### src/hw/rtl/fbw_pkg.sv
package fbw_pkg;

    // field masks and offsets of a single-precision word
    localparam logic [31:0] EXP_FIELD = 32'h7F80_0000;
    localparam logic [31:0] EXP_ADD   = 32'h3F80_0000 >> 1;
    localparam logic [31:0] BIT30_CLR = ~32'h4000_0000;
    localparam logic [31:0] SGN_EXP   = 32'hFF80_0000;

    localparam int MNT_W    = 23;
    localparam int P_W      = 15;                  // mantissa top bits used by light modes
    localparam int PP_W     = 2 * P_W;
    localparam int SQ_SHIFT = MNT_W - P_W - 1;     // light1 square scaling
    localparam int Q_SHIFT  = P_W;                 // light2 square scaling
    localparam int DD_SHIFT = 12;                  // light2 second square scaling
    localparam int DS_W     = PP_W - DD_SHIFT;
    localparam int A_W      = 8;
    localparam int K_W      = DS_W + A_W;

    localparam logic [A_W-1:0] LIGHT2_A = 8'd215;

    typedef enum logic [2:0] {
        MODE_SQRT    = 3'd0,
        MODE_BELT    = 3'd1,
        MODE_BADMOOD = 3'd2,
        MODE_LIGHT1  = 3'd3,
        MODE_LIGHT2  = 3'd4,
        MODE_LIGHT3  = 3'd5
    } shape_mode_t;

    typedef struct packed {
        logic [31:0] sample_in;
        logic        block_end_in;
    } fbw_in_t;

    typedef struct packed {
        logic [31:0] sample_out;
        logic        block_end_out;
    } fbw_out_t;

    // load enables of the three mantissa stages
    typedef struct packed {
        logic s1;
        logic s2;
        logic s3;
    } fbw_stage_en_t;

endpackage

### src/hw/rtl/fbw_bit_shaper.sv
module fbw_bit_shaper (
    input  logic [31:0]             x,
    input  logic [2:0]              mode,
    input  logic [fbw_pkg::MNT_W-1:0] light1_mnt,
    output logic [31:0]             base
);
    import fbw_pkg::*;

    logic [31:0] asr;
    logic [31:0] expo;
    logic [31:0] belt;
    logic        live;

    assign asr  = {x[31], x[31:1]};
    assign expo = x & EXP_FIELD;
    assign belt = x - expo + {1'b0, expo[31:1]} + EXP_ADD;
    // exponent field above code one
    assign live = x[30:23] > 8'd1;

    always_comb
    begin
        unique case (mode)
            MODE_SQRT:    base = live ? ((asr & BIT30_CLR) + EXP_ADD) : 32'd0;
            MODE_BELT:    base = live ? belt : 32'd0;
            MODE_BADMOOD: base = live ? (belt ^ {x[23], 31'd0}) : 32'd0;
            MODE_LIGHT1:  base = (x & SGN_EXP) | {{(32-MNT_W){1'b0}}, light1_mnt};
            MODE_LIGHT2:  base = x & SGN_EXP;
            MODE_LIGHT3:  base = x & SGN_EXP;
            default:      base = x;
        endcase
    end

endmodule

### src/hw/rtl/fbw_mant_pipe.sv
module fbw_mant_pipe (
    input  logic                        clk,
    input  fbw_pkg::fbw_stage_en_t      en,
    input  logic [fbw_pkg::MNT_W-1:0]   mnt,
    output logic [fbw_pkg::MNT_W-1:0]   light1_mnt,
    output logic [fbw_pkg::MNT_W-1:0]   light2_mnt
);
    import fbw_pkg::*;

    logic [PP_W-1:0]  pp_reg,  pp_next;
    logic [MNT_W-1:0] m1_reg;
    logic [PP_W-1:0]  dd_reg,  dd_next;
    logic [MNT_W-1:0] m2_reg;
    logic [K_W-1:0]   k_reg,   k_next;
    logic [MNT_W-1:0] m3_reg;
    logic [P_W-1:0]   p_in;
    logic [P_W-1:0]   p1;
    logic [P_W-1:0]   q1;
    logic [P_W-1:0]   d1;

    // stage 1: square of the mantissa top bits
    assign p_in    = mnt[MNT_W-1 -: P_W];
    assign pp_next = p_in * p_in;

    // stage 2: distance from the square, squared again
    assign p1      = m1_reg[MNT_W-1 -: P_W];
    assign q1      = pp_reg[PP_W-1 -: P_W];
    assign d1      = p1 - q1;
    assign dd_next = d1 * d1;

    // stage 3: scale by the shaping constant
    assign k_next  = dd_reg[PP_W-1 -: DS_W] * LIGHT2_A;

    always_ff @(posedge clk)
    begin
        if (en.s1)
        begin
            pp_reg <= pp_next;
            m1_reg <= mnt;
        end
        if (en.s2)
        begin
            dd_reg <= dd_next;
            m2_reg <= m1_reg;
        end
        if (en.s3)
        begin
            k_reg  <= k_next;
            m3_reg <= m2_reg;
        end
    end

    assign light1_mnt = pp_reg[SQ_SHIFT +: MNT_W];
    // clamp at zero when the correction exceeds the mantissa
    assign light2_mnt = (k_reg > {{(K_W-MNT_W){1'b0}}, m3_reg}) ? '0
                      : (m3_reg - k_reg[MNT_W-1:0]);

endmodule

### src/hw/rtl/float_bit_waveshaper_core.sv
// channel  | direction | handshake                  | payload
// sample   | in        | sample_valid / sample_stall | fbw_in_t  (sample_in, block_end_in)
// shaped   | out       | shaped_valid / shaped_stall | fbw_out_t (sample_out, block_end_out)
// config   | in        | config_valid / config_ready | shape_mode, 3 bits
//
// one sample per clock while shaped_stall is low; a sample passes through
// three register stages for the mantissa squares and the light2 scaling, then the output register
// each stage holds only while it is full and the stage after it cannot take its item,
// so bubbles close up under an output stall and nothing is lost or repeated
// rst_n clears the valid bits and the mode register; the datapath is not reset
// config_ready is always high; shape_mode is sampled with each sample as it enters
module float_bit_waveshaper_core (
    input  logic             clk,
    input  logic             rst_n,
    input  logic             sample_valid,
    output logic             sample_stall,
    input  fbw_pkg::fbw_in_t sample,
    output logic             shaped_valid,
    input  logic             shaped_stall,
    output fbw_pkg::fbw_out_t shaped,
    input  logic             config_valid,
    output logic             config_ready,
    input  logic [2:0]       config_data
);
    import fbw_pkg::*;

    // mode register
    logic [2:0] mode_reg;

    // control path: valid bits of each stage
    logic v1_reg, v2_reg, v3_reg, vo_reg;
    logic adv1, adv2, adv3, advo;

    // data carried alongside the mantissa pipe
    logic [31:0] x1_reg;
    logic [2:0]  mode1_reg, mode2_reg, mode3_reg;
    logic        be1_reg, be2_reg, be3_reg;
    logic [31:0] base2_reg, base3_reg;
    logic [31:0] base_next;
    fbw_out_t    out_reg, out_next;

    fbw_stage_en_t        en;
    logic [MNT_W-1:0]     light1_mnt;
    logic [MNT_W-1:0]     light2_mnt;

    assign config_ready = 1'b1;

    always_ff @(posedge clk or negedge rst_n)
    begin
        if (!rst_n)
        begin
            mode_reg <= MODE_SQRT;
        end
        else if (config_valid && config_ready)
        begin
            mode_reg <= config_data;
        end
    end

    // a stage moves on when it is empty or when the next stage moves on
    assign advo   = !vo_reg || !shaped_stall;
    assign adv3   = !v3_reg || advo;
    assign adv2   = !v2_reg || adv3;
    assign adv1   = !v1_reg || adv2;
    assign sample_stall = !adv1;

    assign en.s1 = adv1;
    assign en.s2 = adv2;
    assign en.s3 = adv3;

    always_ff @(posedge clk or negedge rst_n)
    begin
        if (!rst_n)
        begin
            v1_reg <= 1'b0;
            v2_reg <= 1'b0;
            v3_reg <= 1'b0;
            vo_reg <= 1'b0;
        end
        else
        begin
            if (adv1)
            begin
                v1_reg <= sample_valid;
            end
            if (adv2)
            begin
                v2_reg <= v1_reg;
            end
            if (adv3)
            begin
                v3_reg <= v2_reg;
            end
            if (advo)
            begin
                vo_reg <= v3_reg;
            end
        end
    end

    // squares and the light2 correction
    fbw_mant_pipe u_mant_pipe (
        .clk        (clk),
        .en         (en),
        .mnt        (sample.sample_in[MNT_W-1:0]),
        .light1_mnt (light1_mnt),
        .light2_mnt (light2_mnt)
    );

    // field-level shapes, resolved in stage 2
    fbw_bit_shaper u_bit_shaper (
        .x          (x1_reg),
        .mode       (mode1_reg),
        .light1_mnt (light1_mnt),
        .base       (base_next)
    );

    // light2 fills in its mantissa at the last stage; all else passes straight
    always_comb
    begin
        out_next.block_end_out = be3_reg;
        if (mode3_reg == MODE_LIGHT2)
        begin
            out_next.sample_out = base3_reg | {{(32-MNT_W){1'b0}}, light2_mnt};
        end
        else
        begin
            out_next.sample_out = base3_reg;
        end
    end

    always_ff @(posedge clk)
    begin
        if (adv1)
        begin
            x1_reg    <= sample.sample_in;
            be1_reg   <= sample.block_end_in;
            mode1_reg <= mode_reg;
        end
        if (adv2)
        begin
            base2_reg <= base_next;
            be2_reg   <= be1_reg;
            mode2_reg <= mode1_reg;
        end
        if (adv3)
        begin
            base3_reg <= base2_reg;
            be3_reg   <= be2_reg;
            mode3_reg <= mode2_reg;
        end
        if (advo)
        begin
            out_reg <= out_next;
        end
    end

    assign shaped_valid = vo_reg;
    assign shaped       = out_reg;

endmodule

### config.mk
export PLATFORM = sky130hd
export DESIGN_NAME = float_bit_waveshaper_core
export DESIGN_NICKNAME = d
export VERILOG_FILES = /design/src/hw/rtl/fbw_pkg.sv /design/src/hw/rtl/fbw_bit_shaper.sv /design/src/hw/rtl/fbw_mant_pipe.sv /design/src/hw/rtl/float_bit_waveshaper_core.sv
export SDC_FILE = /design/constraint.sdc
export NUM_CORES = 1
export LEC_CHECK = 0
export BUFFER_PORTS_ARGS = -buffer_cell sky130_fd_sc_hd__clkbuf_2
export CAP_MARGIN = 20
export CORE_UTILIZATION = 44
export DETAILED_ROUTE_END_ITERATION = 12
export PLACE_DENSITY_LB_ADDON = 0.2
export SLEW_MARGIN = 0
export SYNTH_ARGS = -nofsm -noshare
export SYNTH_HDL_FRONTEND = slang
export SYNTH_SLANG_ARGS = --single-unit
### constraint.sdc
create_clock -name clk -period 8 [get_ports clk]
set_clock_uncertainty 0.1 [all_clocks]
set_input_delay 0.4 -clock clk [delete_from_list [all_inputs] [get_ports clk]]
set_output_delay 0.4 -clock clk [all_outputs]
set_load 0.01 [all_outputs]
## Word level (Yosys, flattened, before mapping)

Index checks and enable logic that the tools add are counted.

| storage, ports and cells | value |
|---|---|
| bits in read-only memories | 0 |
| output and inout bits | 36 |
| latch bits | 0 |
| memories | 0 |
| bits of input ports | 41 |
| word-level logic and storage cells | 60 |
| bits in registers | 303 |
| memory bits (writable) | 0 |

| cells by class | value |
|---|---|
| reduce and logical (&&, ||, !) cells | 12 |
| shift operators | 0 |
| add/subtract/negate cells | 6 |
| div/mod/pow operators | 0 |
| magnitude comparators | 2 |
| bitwise logic cells | 3 |
| muxes and demuxes | 6 |
| multiply operators | 3 |
| eq/ne operators | 6 |

Operators by type and width:

| cell | count |
|---|---|
| 32-bit case mux with 5 select lines | 1 |
| 32-bit 2-to-1 mux | 4 |
| 32-bit by 29-bit adder with 32-bit output (second input constant) | 2 |
| 32-bit by 23-bit bitwise OR with 32-bit output | 2 |
| 15-bit by 15-bit multiplier with 30-bit output | 2 |
| 32-bit by 30-bit adder with 32-bit output | 1 |
| 32-bit by 31-bit subtractor with 32-bit output | 1 |
| 32-bit bitwise XOR | 1 |
| 26-bit by 23-bit greater-than comparator with 1-bit output | 1 |
| 18-bit by 8-bit multiplier with 26-bit output (second input constant) | 1 |
| 23-bit 2-to-1 mux | 1 |
| 23-bit subtractor | 1 |
| 15-bit subtractor | 1 |
| 3-bit == test (second input constant) | 3 |
| 8-bit by 1-bit greater-than comparator with 1-bit output (second input constant) | 1 |
| 3-bit by 2-bit == test with 1-bit output (second input constant) | 2 |
| 1-bit logical NOT | 6 |
| 1-bit logical OR | 4 |
| 3-bit by 1-bit == test with 1-bit output (second input constant) | 1 |
| 3-bit logical NOT | 1 |
| 2-bit OR reduction | 1 |

## Depth between registers and ports, before layout

Gate-level depths: netlist of run 1.

| logic depth | value |
|---|---|
| depth after elaboration | 6 |
| mapped depth | 35 |
| gate-level depth less buffers | 35 |

## By module

A second synthesis of run 1 with hierarchy kept.

| second synthesis, totals | value |
|---|---|
| cell total of the unflattened synthesis | 2,754 |
| area total of the unflattened synthesis | 29,091.7 µm² |

Modules (own cells, without submodules):

| module | instances | cells an instance | area an instance (µm²) |
|---|---|---|---|
| fbw_mant_pipe | 1 | 2,137 | 21,466.8 |
| float_bit_waveshaper_core | 1 | 190 | 4,728.3 |
| fbw_bit_shaper | 1 | 427 | 2,896.5 |

## Least setup slack after synthesis of run 1

Ideal clock, no wire load.

| timing | value |
|---|---|
| kind | reg-to-reg |
| start | reg x1_reg[8] (netlist name) |
| end | reg u_mant_pipe.dd_reg[29], data pin |
| cell stages (with the launch flop) | 34 |
| arrival | 8,084 ps |
| data required time | 7,640 ps |
| library setup time | 260 ps |
| slack | -444 ps |
| buffers on the path | 0 |
| period minus slack after synthesis | 8,444 ps |
| cell sequence | edfxtp_1 -> inv_1 -> ha_1 -> inv_1 -> fa_1 -> a21oi_1 -> nor2_1 -> a211oi_2 -> o311ai_1 -> o31a_1 -> xnor2_1 -> inv_2 -> and2_1 -> fa_1 -> inv_1 -> fa_1 -> inv_1 -> fa_1 -> fa_1 -> fa_1 -> inv_1 -> fa_1 -> inv_1 -> ha_1 -> o21ai_0 -> nor2_1 -> o41ai_1 -> o21ai_0 -> a21o_1 -> a31oi_1 -> o21ai_1 -> or4_1 -> a31oi_1 -> xnor2_1 |

RTL lines:

| what | line | RTL |
|---|---|---|
| end signal, assigned | fbw_mant_pipe.sv:43 | `dd_reg <= dd_next;` |
| end, declared | fbw_mant_pipe.sv:12 | `logic [PP_W-1:0] dd_reg, dd_next;` |

==> impl_metrics.env, run 1 <==
export IMPL_die_w_microns=252
export IMPL_synthesis_nets=3303
export IMPL_yosysUniqueCellTypes=74
export IMPL_drc_errors=0
export IMPL_grt_pass1_vias=19596
export IMPL_finalSetupViolations=5
export IMPL_hold_class="in -> async"
export IMPL_layout_drive_gt1_share=0.101
export IMPL_status="complete, but fails checks"
export IMPL_num_rows=91
export IMPL_min_period_ps=8260
export IMPL_cpPeakStageDelay_ps=510
export IMPL_grt_pass1_wl_microns=100000
export IMPL_fmax_mhz=121
export IMPL_antenna_found_initial=0
export IMPL_syn_area_sq_um=27400
export IMPL_largest_reg_flops=33
export IMPL_yosys_top_cells_area="edfxtp_1, fa_1, ha_1, inv_1, xnor2_1"
export IMPL_viasPerCell=5.03
export IMPL_multi_input_area_sq_um=17500
export IMPL_core_area_sq_um=61600
export IMPL_numCtsBuffers=30
export IMPL_post_dp_hpwl_microns=49600
export IMPL_worst_setup_path_end_kind="flop"
export IMPL_yosys_warnings=0
export IMPL_gp_congestion=0.918
export IMPL_seq_area_sq_um=7800
export IMPL_antenna_left=0
export IMPL_worstSetupPathType="reg -> reg"
export IMPL_drtIter0Drc=1126
export IMPL_ys_seq_area_frac=0.284
export IMPL_utilization=0.502
export IMPL_pre_cts_ws_ps=-352
export IMPL_gr_total_overflow=0
export IMPL_dieHeight_microns=252
export IMPL_clock_sinks=261
export IMPL_dieArea_sq_um=63300
export IMPL_syn_to_final_growth_pct=12.7
export IMPL_firstDrtPassIters=8
export IMPL_start_kind="flop"
export IMPL_synth_edf_count=254
export IMPL_async_flop_share=0.0268
export IMPL_clk_insertion_delay_late_ps=590
export IMPL_failed_checks="setup timing"
export IMPL_num_fill_cells=5503
export IMPL_cp_required_ps=8200
export IMPL_htreeDepth=1
export IMPL_synth_seq_cells=261
export IMPL_synth_top_cell_area_share=0.278
export IMPL_grtUsageTotal=0.198
export IMPL_place_port_buffers=75
export IMPL_grt_max_degree=73
export IMPL_drv_cap=0
export IMPL_synth_top_cells_by_count="inv_1, ha_1, fa_1, edfxtp_1, nand2_1"
export IMPL_via_count=18085
export IMPL_cts_root_buf="clkbuf_16"
export IMPL_yosysTopAreaCell="edfxtp_1"
export IMPL_final_nets=3482
export IMPL_synth_cells=2559
export IMPL_worst_pin_slew_ps=950
export IMPL_rrSetupSlack_ps=-260
export IMPL_clock_path_buffers=3
export IMPL_cp_max_fo=3
export IMPL_wirelength_microns=61200
export IMPL_finalCritPeriodShare=1.03
export IMPL_synthFlopType="edfxtp_1"
export IMPL_clk_pin_slew_worst_paths_ps=60
export IMPL_cts_tree="built"
export IMPL_slew_headroom=0.364
export IMPL_finalHoldViolCount=0
export IMPL_ioPinCount=77
export IMPL_cpMaxStageDelayCell="fa_1"
export IMPL_synth_area_per_cell_sq_um=10.7
export IMPL_setup_ws_ps=-259
export IMPL_synth_most_common_cell="inv_1"
export IMPL_slew_viol_final=0
export IMPL_wl_per_cell_microns=17.0
export IMPL_setup_tns_ps=-525
export IMPL_holdWs_ps=102
export IMPL_worstPathArrival_ps=8460
export IMPL_initial_utilization=0.445
export IMPL_crit_top_cell="fa_1"
export IMPL_rsz0062_at_grt="yes"
## cells in the final DEF, fill, tap and decap left out, types with 66 or more instances in the layout
| master | count |
|---|---|
| xnor2_1 | 87 |
| nand2_1 | 149 |
| and2_1 | 66 |
| inv_1 | 561 |
| nor2_1 | 112 |
| a21o_1 | 72 |
| edfxtp_1 | 254 |
| clkbuf_2 | 75 |
| ha_1 | 364 |
| fa_1 | 335 |
| a21oi_1 | 103 |
| buf_4 | 92 |
## timing repair
action	4_1_cts	5_1_grt
endpoints found under the hold margin	29	0
setup buffers	6	2
gates resized for setup	11	19
pin swaps	5	9
setup endpoints to repair	7	13
hold buffers	26	0
## per-layer routing
metal,vias to the layer above,track usage,routed length (microns)
met1,8968,0.268,28200
met5,-,0,0
met2,340,0.343,29600
met3,79,0.0148,2130
li1,8698,-,-
met4,0,0.0505,1280
## area by class of cell
| cell class | instances | area share |
|---|---|---|
| diodes | 1 | 0.0000809 |
| clock buffers | 33 | 0.0246 |
| clock inverters | 22 | 0.00878 |
| inverters | 570 | 0.0692 |
| multi-input cells | 1679 | 0.566 |
| flip-flops and latches | 261 | 0.252 |
| well taps | 837 | 0.0339 |
| repair buffers | 196 | 0.0448 |
## worst max-delay path: cells and delay by family (launching register included)
kind                     cells  cell delay (ps)
buffers and inverters        6              320
adder cells (fa/ha/maj)      9             3640
XOR/XNOR                     2              250
AO/OA/AOI/OAI               11             2030
AND/OR/NAND/NOR              6             1170
flip-flops                   1              410
## logic make-up (layout without fill, tap and decap cells)
| group | count (synthesis) | after routing | share of synthesized area |
|---|---|---|---|
| AND/OR/NAND/NOR | 479 | 479 | 0.0843 |
| flip-flops | 261 | 261 | 0.284 |
| buffers and inverters | 619 | 821 | 0.0849 |
| other | 1 | 2 | 0.000137 |
| multiplexers | 4 | 4 | 0.00164 |
| XOR/XNOR | 136 | 136 | 0.0444 |
| AO/OA/AOI/OAI | 356 | 356 | 0.0872 |
| adder cells (fa/ha/maj) | 703 | 703 | 0.413 |
## worst paths after layout
path	startpoint	end	cells after the start
hold reg to reg	u_mant_pipe.m2_reg[22]$_DFFE_PP_	u_mant_pipe.m3_reg[22]$_DFFE_PP_	0
hold / removal	rst_n	mode_reg[2]$_DFFE_PN0P_	2
setup reg to reg	x1_reg[8]$_DFFE_PN_	u_mant_pipe.dd_reg[29]$_DFFE_PP_	34
min in group clk	sample[9]	x1_reg[8]$_DFFE_PN_	1
setup / recovery	x1_reg[8]$_DFFE_PN_	u_mant_pipe.dd_reg[29]$_DFFE_PP_	34
max in group asynchronous	rst_n	v1_reg$_DFFE_PN0N_	2
## stage by stage
step,cells,instance area [sq um]
after detailed placement,3509,29400
after CTS,3596,30800
after floorplan,2559,27500
final,3599,30900
after global placement,3509,29400
after global routing,3598,30900
Power of run 1 is not shown: default switching activity piles up to over one toggle a cycle in this logic, so the estimate is an artifact.
==> run 2, diff against run 1 <==
- clock period: 8 -> 8.81 ns (I/O delays scaled with it)
==> impl_metrics.env, run 2 (same netlist as run 1, synthesis figures left out) <==
export IMPL_die_w_microns=252
export IMPL_crit_buf_inv=6
export IMPL_slew_headroom=0.362
export IMPL_post_dp_hpwl_microns=49400
export IMPL_antenna_found_initial=0
export IMPL_finalSetupViolations=0
export IMPL_cp_top_family="adder cells"
export IMPL_setup_ws_ps=331
export IMPL_rr_startpoint="x1_reg[8]$_DFFE_PN_"
export IMPL_min_period_ps=8480
export IMPL_crit_top_cell="fa_1"
export IMPL_cp_required_ps=9010
export IMPL_crit_cells=34
export IMPL_fmax_mhz=118
export IMPL_grt_pass1_vias=18961
export IMPL_clk_insertion_delay_late_ps=560
export IMPL_finalCritPeriodShare=0.962
export IMPL_dieHeight_microns=252
export IMPL_dieArea_sq_um=63300
export IMPL_place_port_buffers=75
export IMPL_hold_end="mode_reg[1]$_DFFE_PN0P_"
export IMPL_slew_viol_final=0
export IMPL_layout_drive_gt1_share=0.0761
export IMPL_hold_depth=2
export IMPL_dp_cells=3449
export IMPL_core_area_sq_um=61600
export IMPL_grtUsageTotal=0.199
export IMPL_worstSetupPathType="reg -> reg"
export IMPL_clock_path_buffers=3
export IMPL_antenna_cells=0
export IMPL_hp_start="config_data[1]"
export IMPL_cp_max_fo=4
export IMPL_rrSetupSlack_ps=330
export IMPL_final_nets=3417
export IMPL_reg2reg_to="u_mant_pipe.dd_reg[29]$_DFFE_PP_"
export IMPL_finalHoldViolCount=0
export IMPL_num_fill_cells=5574
export IMPL_grt_max_degree=76
export IMPL_status="finished clean"
export IMPL_wirelength_microns=61100
export IMPL_firstDrtPassIters=8
export IMPL_start_kind="flop"
export IMPL_ioPinCount=77
export IMPL_gr_total_overflow=0
export IMPL_cts_root_buf="clkbuf_16"
export IMPL_wl_per_cell_microns=17.3
export IMPL_hold_class="in -> reg"
export IMPL_worst_pin_slew_ps=957
export IMPL_syn_to_final_growth_pct=9.99
export IMPL_fin_cells=3531
export IMPL_via_count=17674
export IMPL_viasPerCell=5.01
export IMPL_clock_sinks=261
export IMPL_gp_congestion=0.900
export IMPL_antenna_left=0
export IMPL_cpPeakStageDelay_ps=540
export IMPL_reg2regPathDepth=34
export IMPL_largest_reg_flops=33
export IMPL_initial_utilization=0.445
export IMPL_htreeDepth=1
export IMPL_drc_errors=0
export IMPL_num_rows=91
export IMPL_clk_pin_slew_worst_paths_ps=60
export IMPL_drtIter0Drc=918
export IMPL_worst_setup_path_end_kind="flop"
export IMPL_mostFrequentLayoutCell="inv_1"
export IMPL_cts_tree="built"
export IMPL_worstPathArrival_ps=8680
export IMPL_grt_pass1_wl_microns=99800
export IMPL_cpMaxStageDelayCell="fa_1"
export IMPL_drv_cap=0
export IMPL_mostFrequentLayoutCells="inv_1, ha_1, fa_1"
export IMPL_numCtsBuffers=27
export IMPL_pre_cts_ws_ps=36.7
-- run 2: timing repair --
| action | in CTS | in global routing |
|---|---|---|
| gates resized for setup | 1 | 22 |
| hold endpoints to repair | 28 | 0 |
| endpoints found under the setup margin | 1 | 7 |
| pin swaps | 1 | 12 |
| buffers inserted | 0 | 9 |
| hold buffers | 22 | 0 |
-- run 2: layout make-up --
| cell class | count | area (sq um) | share of cell area |
|---|---|---|---|
| repair buffers | 134 | 873 | 0.0290 |
| well taps | 837 | 1050 | 0.0347 |
| clock buffers | 32 | 694 | 0.0230 |
| clock inverters | 18 | 163 | 0.00539 |
| multi-input cells | 1679 | 17400 | 0.578 |
| inverters | 570 | 2140 | 0.0710 |
| flip-flops and latches | 261 | 7800 | 0.259 |
-- run 2: how the worst max path moves through the flow --
stage | to | slack [ps] | startpoint
6_report | u_mant_pipe.dd_reg[29]$_DFFE_PP_ | 330 | x1_reg[8]$_DFFE_PN_
2_1_floorplan | u_mant_pipe.dd_reg[29]$_DFFE_PP_ | 370 | x1_reg[8]$_DFFE_PN_
5_1_grt | u_mant_pipe.dd_reg[29]$_DFFE_PP_ | -40 | x1_reg[8]$_DFFE_PN_
3_5_place_dp | u_mant_pipe.dd_reg[29]$_DFFE_PP_ | 40 | x1_reg[8]$_DFFE_PN_
4_1_cts | u_mant_pipe.dd_reg[29]$_DFFE_PP_ | 40 | x1_reg[8]$_DFFE_PN_
3_3_place_gp | u_mant_pipe.dd_reg[29]$_DFFE_PP_ | 190 | x1_reg[8]$_DFFE_PN_
-- run 2: routing by layer --
layer,vias to the layer above,part of all wire,global-route usage
met1,8730,0.47,0.278
met3,70,0.035,0.0166
met4,0,0.020,0.0477
li1,8559,-,-
met2,315,0.47,0.336
met5,-,0,0
-- run 2: through the flow --
stage          hold slack (ps)  TNS (ps)   util  cell area [sq um]
5_1_grt                   9.67     -62.0  0.490              30200
6_report                  34.4         0  0.490              30200
3_5_place_dp               193         0  0.469              28900
3_3_place_gp               189         0  0.469              28900
2_1_floorplan             44.9         0      -              27400
4_1_cts                   4.41         0  0.487              30000
Power of run 2 is left out for the same reason.
==> run 3, diff against run 2 <==
- PLACE_DENSITY_LB_ADDON: 0.2 -> 0.05
==> impl_metrics.env, run 3 (same netlist as run 1, synthesis figures left out) <==
export IMPL_hold_class="in -> reg"
export IMPL_drtIter0Drc=933
export IMPL_finalCritPeriodShare=0.958
export IMPL_antenna_found_initial=0
export IMPL_mostFrequentLayoutCells="inv_1, ha_1, fa_1"
export IMPL_wl_per_cell_microns=17.8
export IMPL_finalHoldViolCount=0
export IMPL_cpMaxStageDelayCell="fa_1"
export IMPL_via_count=17737
export IMPL_clock_sinks=261
export IMPL_die_w_microns=252
export IMPL_placed_area_sq_um=28900
export IMPL_reg2reg_to="u_mant_pipe.dd_reg[29]$_DFFE_PP_"
export IMPL_worst_setup_path_end_kind="flop"
export IMPL_grt_pass1_wl_microns=102000
export IMPL_start_kind="flop"
export IMPL_clk_pin_slew_worst_paths_ps=60
export IMPL_antenna_cells=0
export IMPL_crit_top_cell="fa_1"
export IMPL_core_area_sq_um=61600
export IMPL_mostFrequentLayoutCell="inv_1"
export IMPL_numCtsBuffers=29
export IMPL_worstSetupPathType="reg -> reg"
export IMPL_viasPerCell=5.03
export IMPL_dp_cells=3446
export IMPL_holdWs_ps=57.2
export IMPL_finalInstanceArea_sq_um=30200
export IMPL_num_rows=91
export IMPL_hp_start="config_valid"
export IMPL_rr_startpoint="x1_reg[8]$_DFFE_PN_"
export IMPL_final_nets=3407
export IMPL_gr_total_overflow=0
export IMPL_worstPathArrival_ps=8650
export IMPL_post_dp_hpwl_microns=50500
export IMPL_slew_headroom=0.372
export IMPL_cts_tree="built"
export IMPL_slew_viol_final=0
export IMPL_cts_root_buf="clkbuf_16"
export IMPL_layout_drive_gt1_share=0.0722
export IMPL_setup_ws_ps=369
export IMPL_largest_reg_flops=33
export IMPL_dieHeight_microns=252
export IMPL_grt_pass1_vias=19167
export IMPL_postCtsSetupBuffers=0
export IMPL_drc_errors=0
export IMPL_wirelength_microns=62800
export IMPL_initial_utilization=0.445
export IMPL_clock_path_buffers=3
export IMPL_grtUsageTotal=0.205
export IMPL_firstDrtPassIters=6
export IMPL_ioPinCount=77
export IMPL_min_period_ps=8440
export IMPL_dieArea_sq_um=63300
export IMPL_status="finished clean"
export IMPL_place_port_buffers=75
export IMPL_pre_cts_ws_ps=-80.6
export IMPL_fmax_mhz=118
export IMPL_syn_to_final_growth_pct=10.1
export IMPL_htreeDepth=1
export IMPL_cp_max_fo=4
export IMPL_cp_required_ps=9020
export IMPL_grt_max_degree=71
export IMPL_hold_end="mode_reg[2]$_DFFE_PN0P_"
export IMPL_cpPeakStageDelay_ps=510
export IMPL_hold_depth=2
export IMPL_clk_insertion_delay_late_ps=580
export IMPL_drv_cap=0
export IMPL_reg2regPathDepth=34
export IMPL_rrSetupSlack_ps=370
export IMPL_antenna_left=0
export IMPL_finalSetupViolations=0
export IMPL_gp_congestion=0.901
export IMPL_fin_cells=3523
export IMPL_worst_pin_slew_ps=943
export IMPL_rsz0062_at_grt="no"
## run 3: changes by cell type in the layout (fill, tap and decap cells not counted), sizes merged
| cell | before | now |
|---|---|---|
| clkbuf | 107 | 114 |
| clkinv | 15 | 9 |
| inv | 569 | 571 |
| bufinv | 2 | 3 |
| buf | 37 | 24 |
| dlygate4sd3 | 22 | 23 |
## run 3: timing repair
item                                    4_1_cts  5_1_grt
hold buffers                                 23        0
endpoints found under the setup margin        2        4
pin swaps                                     0        8
hold endpoints to repair                     29        0
gates resized for setup                       3       14
## run 3: critical path, delay by kind of cell, from the launching register on
family | cells | cell delay (ps)
AND/OR/NAND/NOR | 6 | 1230
flip-flops | 1 | 410
XOR/XNOR | 2 | 260
adder cells (fa/ha/maj) | 9 | 3680
AO/OA/AOI/OAI | 11 | 2140
buffers and inverters | 6 | 360
## run 3: worst max path at each step
stage / start / end / slack (ps)
detailed placement: x1_reg[8]$_DFFE_PN_ / u_mant_pipe.dd_reg[29]$_DFFE_PP_ / -80
finish: x1_reg[8]$_DFFE_PN_ / u_mant_pipe.dd_reg[29]$_DFFE_PP_ / 370
global route: x1_reg[8]$_DFFE_PN_ / u_mant_pipe.dd_reg[29]$_DFFE_PP_ / 10
floorplan: x1_reg[8]$_DFFE_PN_ / u_mant_pipe.dd_reg[29]$_DFFE_PP_ / 370
global placement: x1_reg[8]$_DFFE_PN_ / u_mant_pipe.dd_reg[29]$_DFFE_PP_ / 130
CTS: x1_reg[8]$_DFFE_PN_ / u_mant_pipe.dd_reg[29]$_DFFE_PP_ / 30
## run 3: cell type report
cell class | instances | area [sq um]
fillers | 5654 | 31400
clock buffers | 39 | 813
well taps | 837 | 1050
repair buffers | 122 | 786
inverters | 570 | 2140
clock inverters | 15 | 181
multi-input cells | 1679 | 17400
flip-flops and latches | 261 | 7800
## run 3: metrics by stage
stage	setup TNS, ps	util
global placement	0	0.469
global route	0	0.490
finish	0	0.490
floorplan	0	-
detailed placement	-80.6	0.469
CTS	0	0.489
## run 3: layer usage
layer | share of wire | vias up | routed length, microns | GRT usage
met5 | 0 | - | 0 | 0
met4 | 0.014 | 0 | 888 | 0.0395
met3 | 0.034 | 54 | 2110 | 0.0160
met2 | 0.48 | 286 | 30300 | 0.353
met1 | 0.47 | 8855 | 29500 | 0.285
li1 | - | 8542 | - | -
Power of run 3 is left out for the same reason.
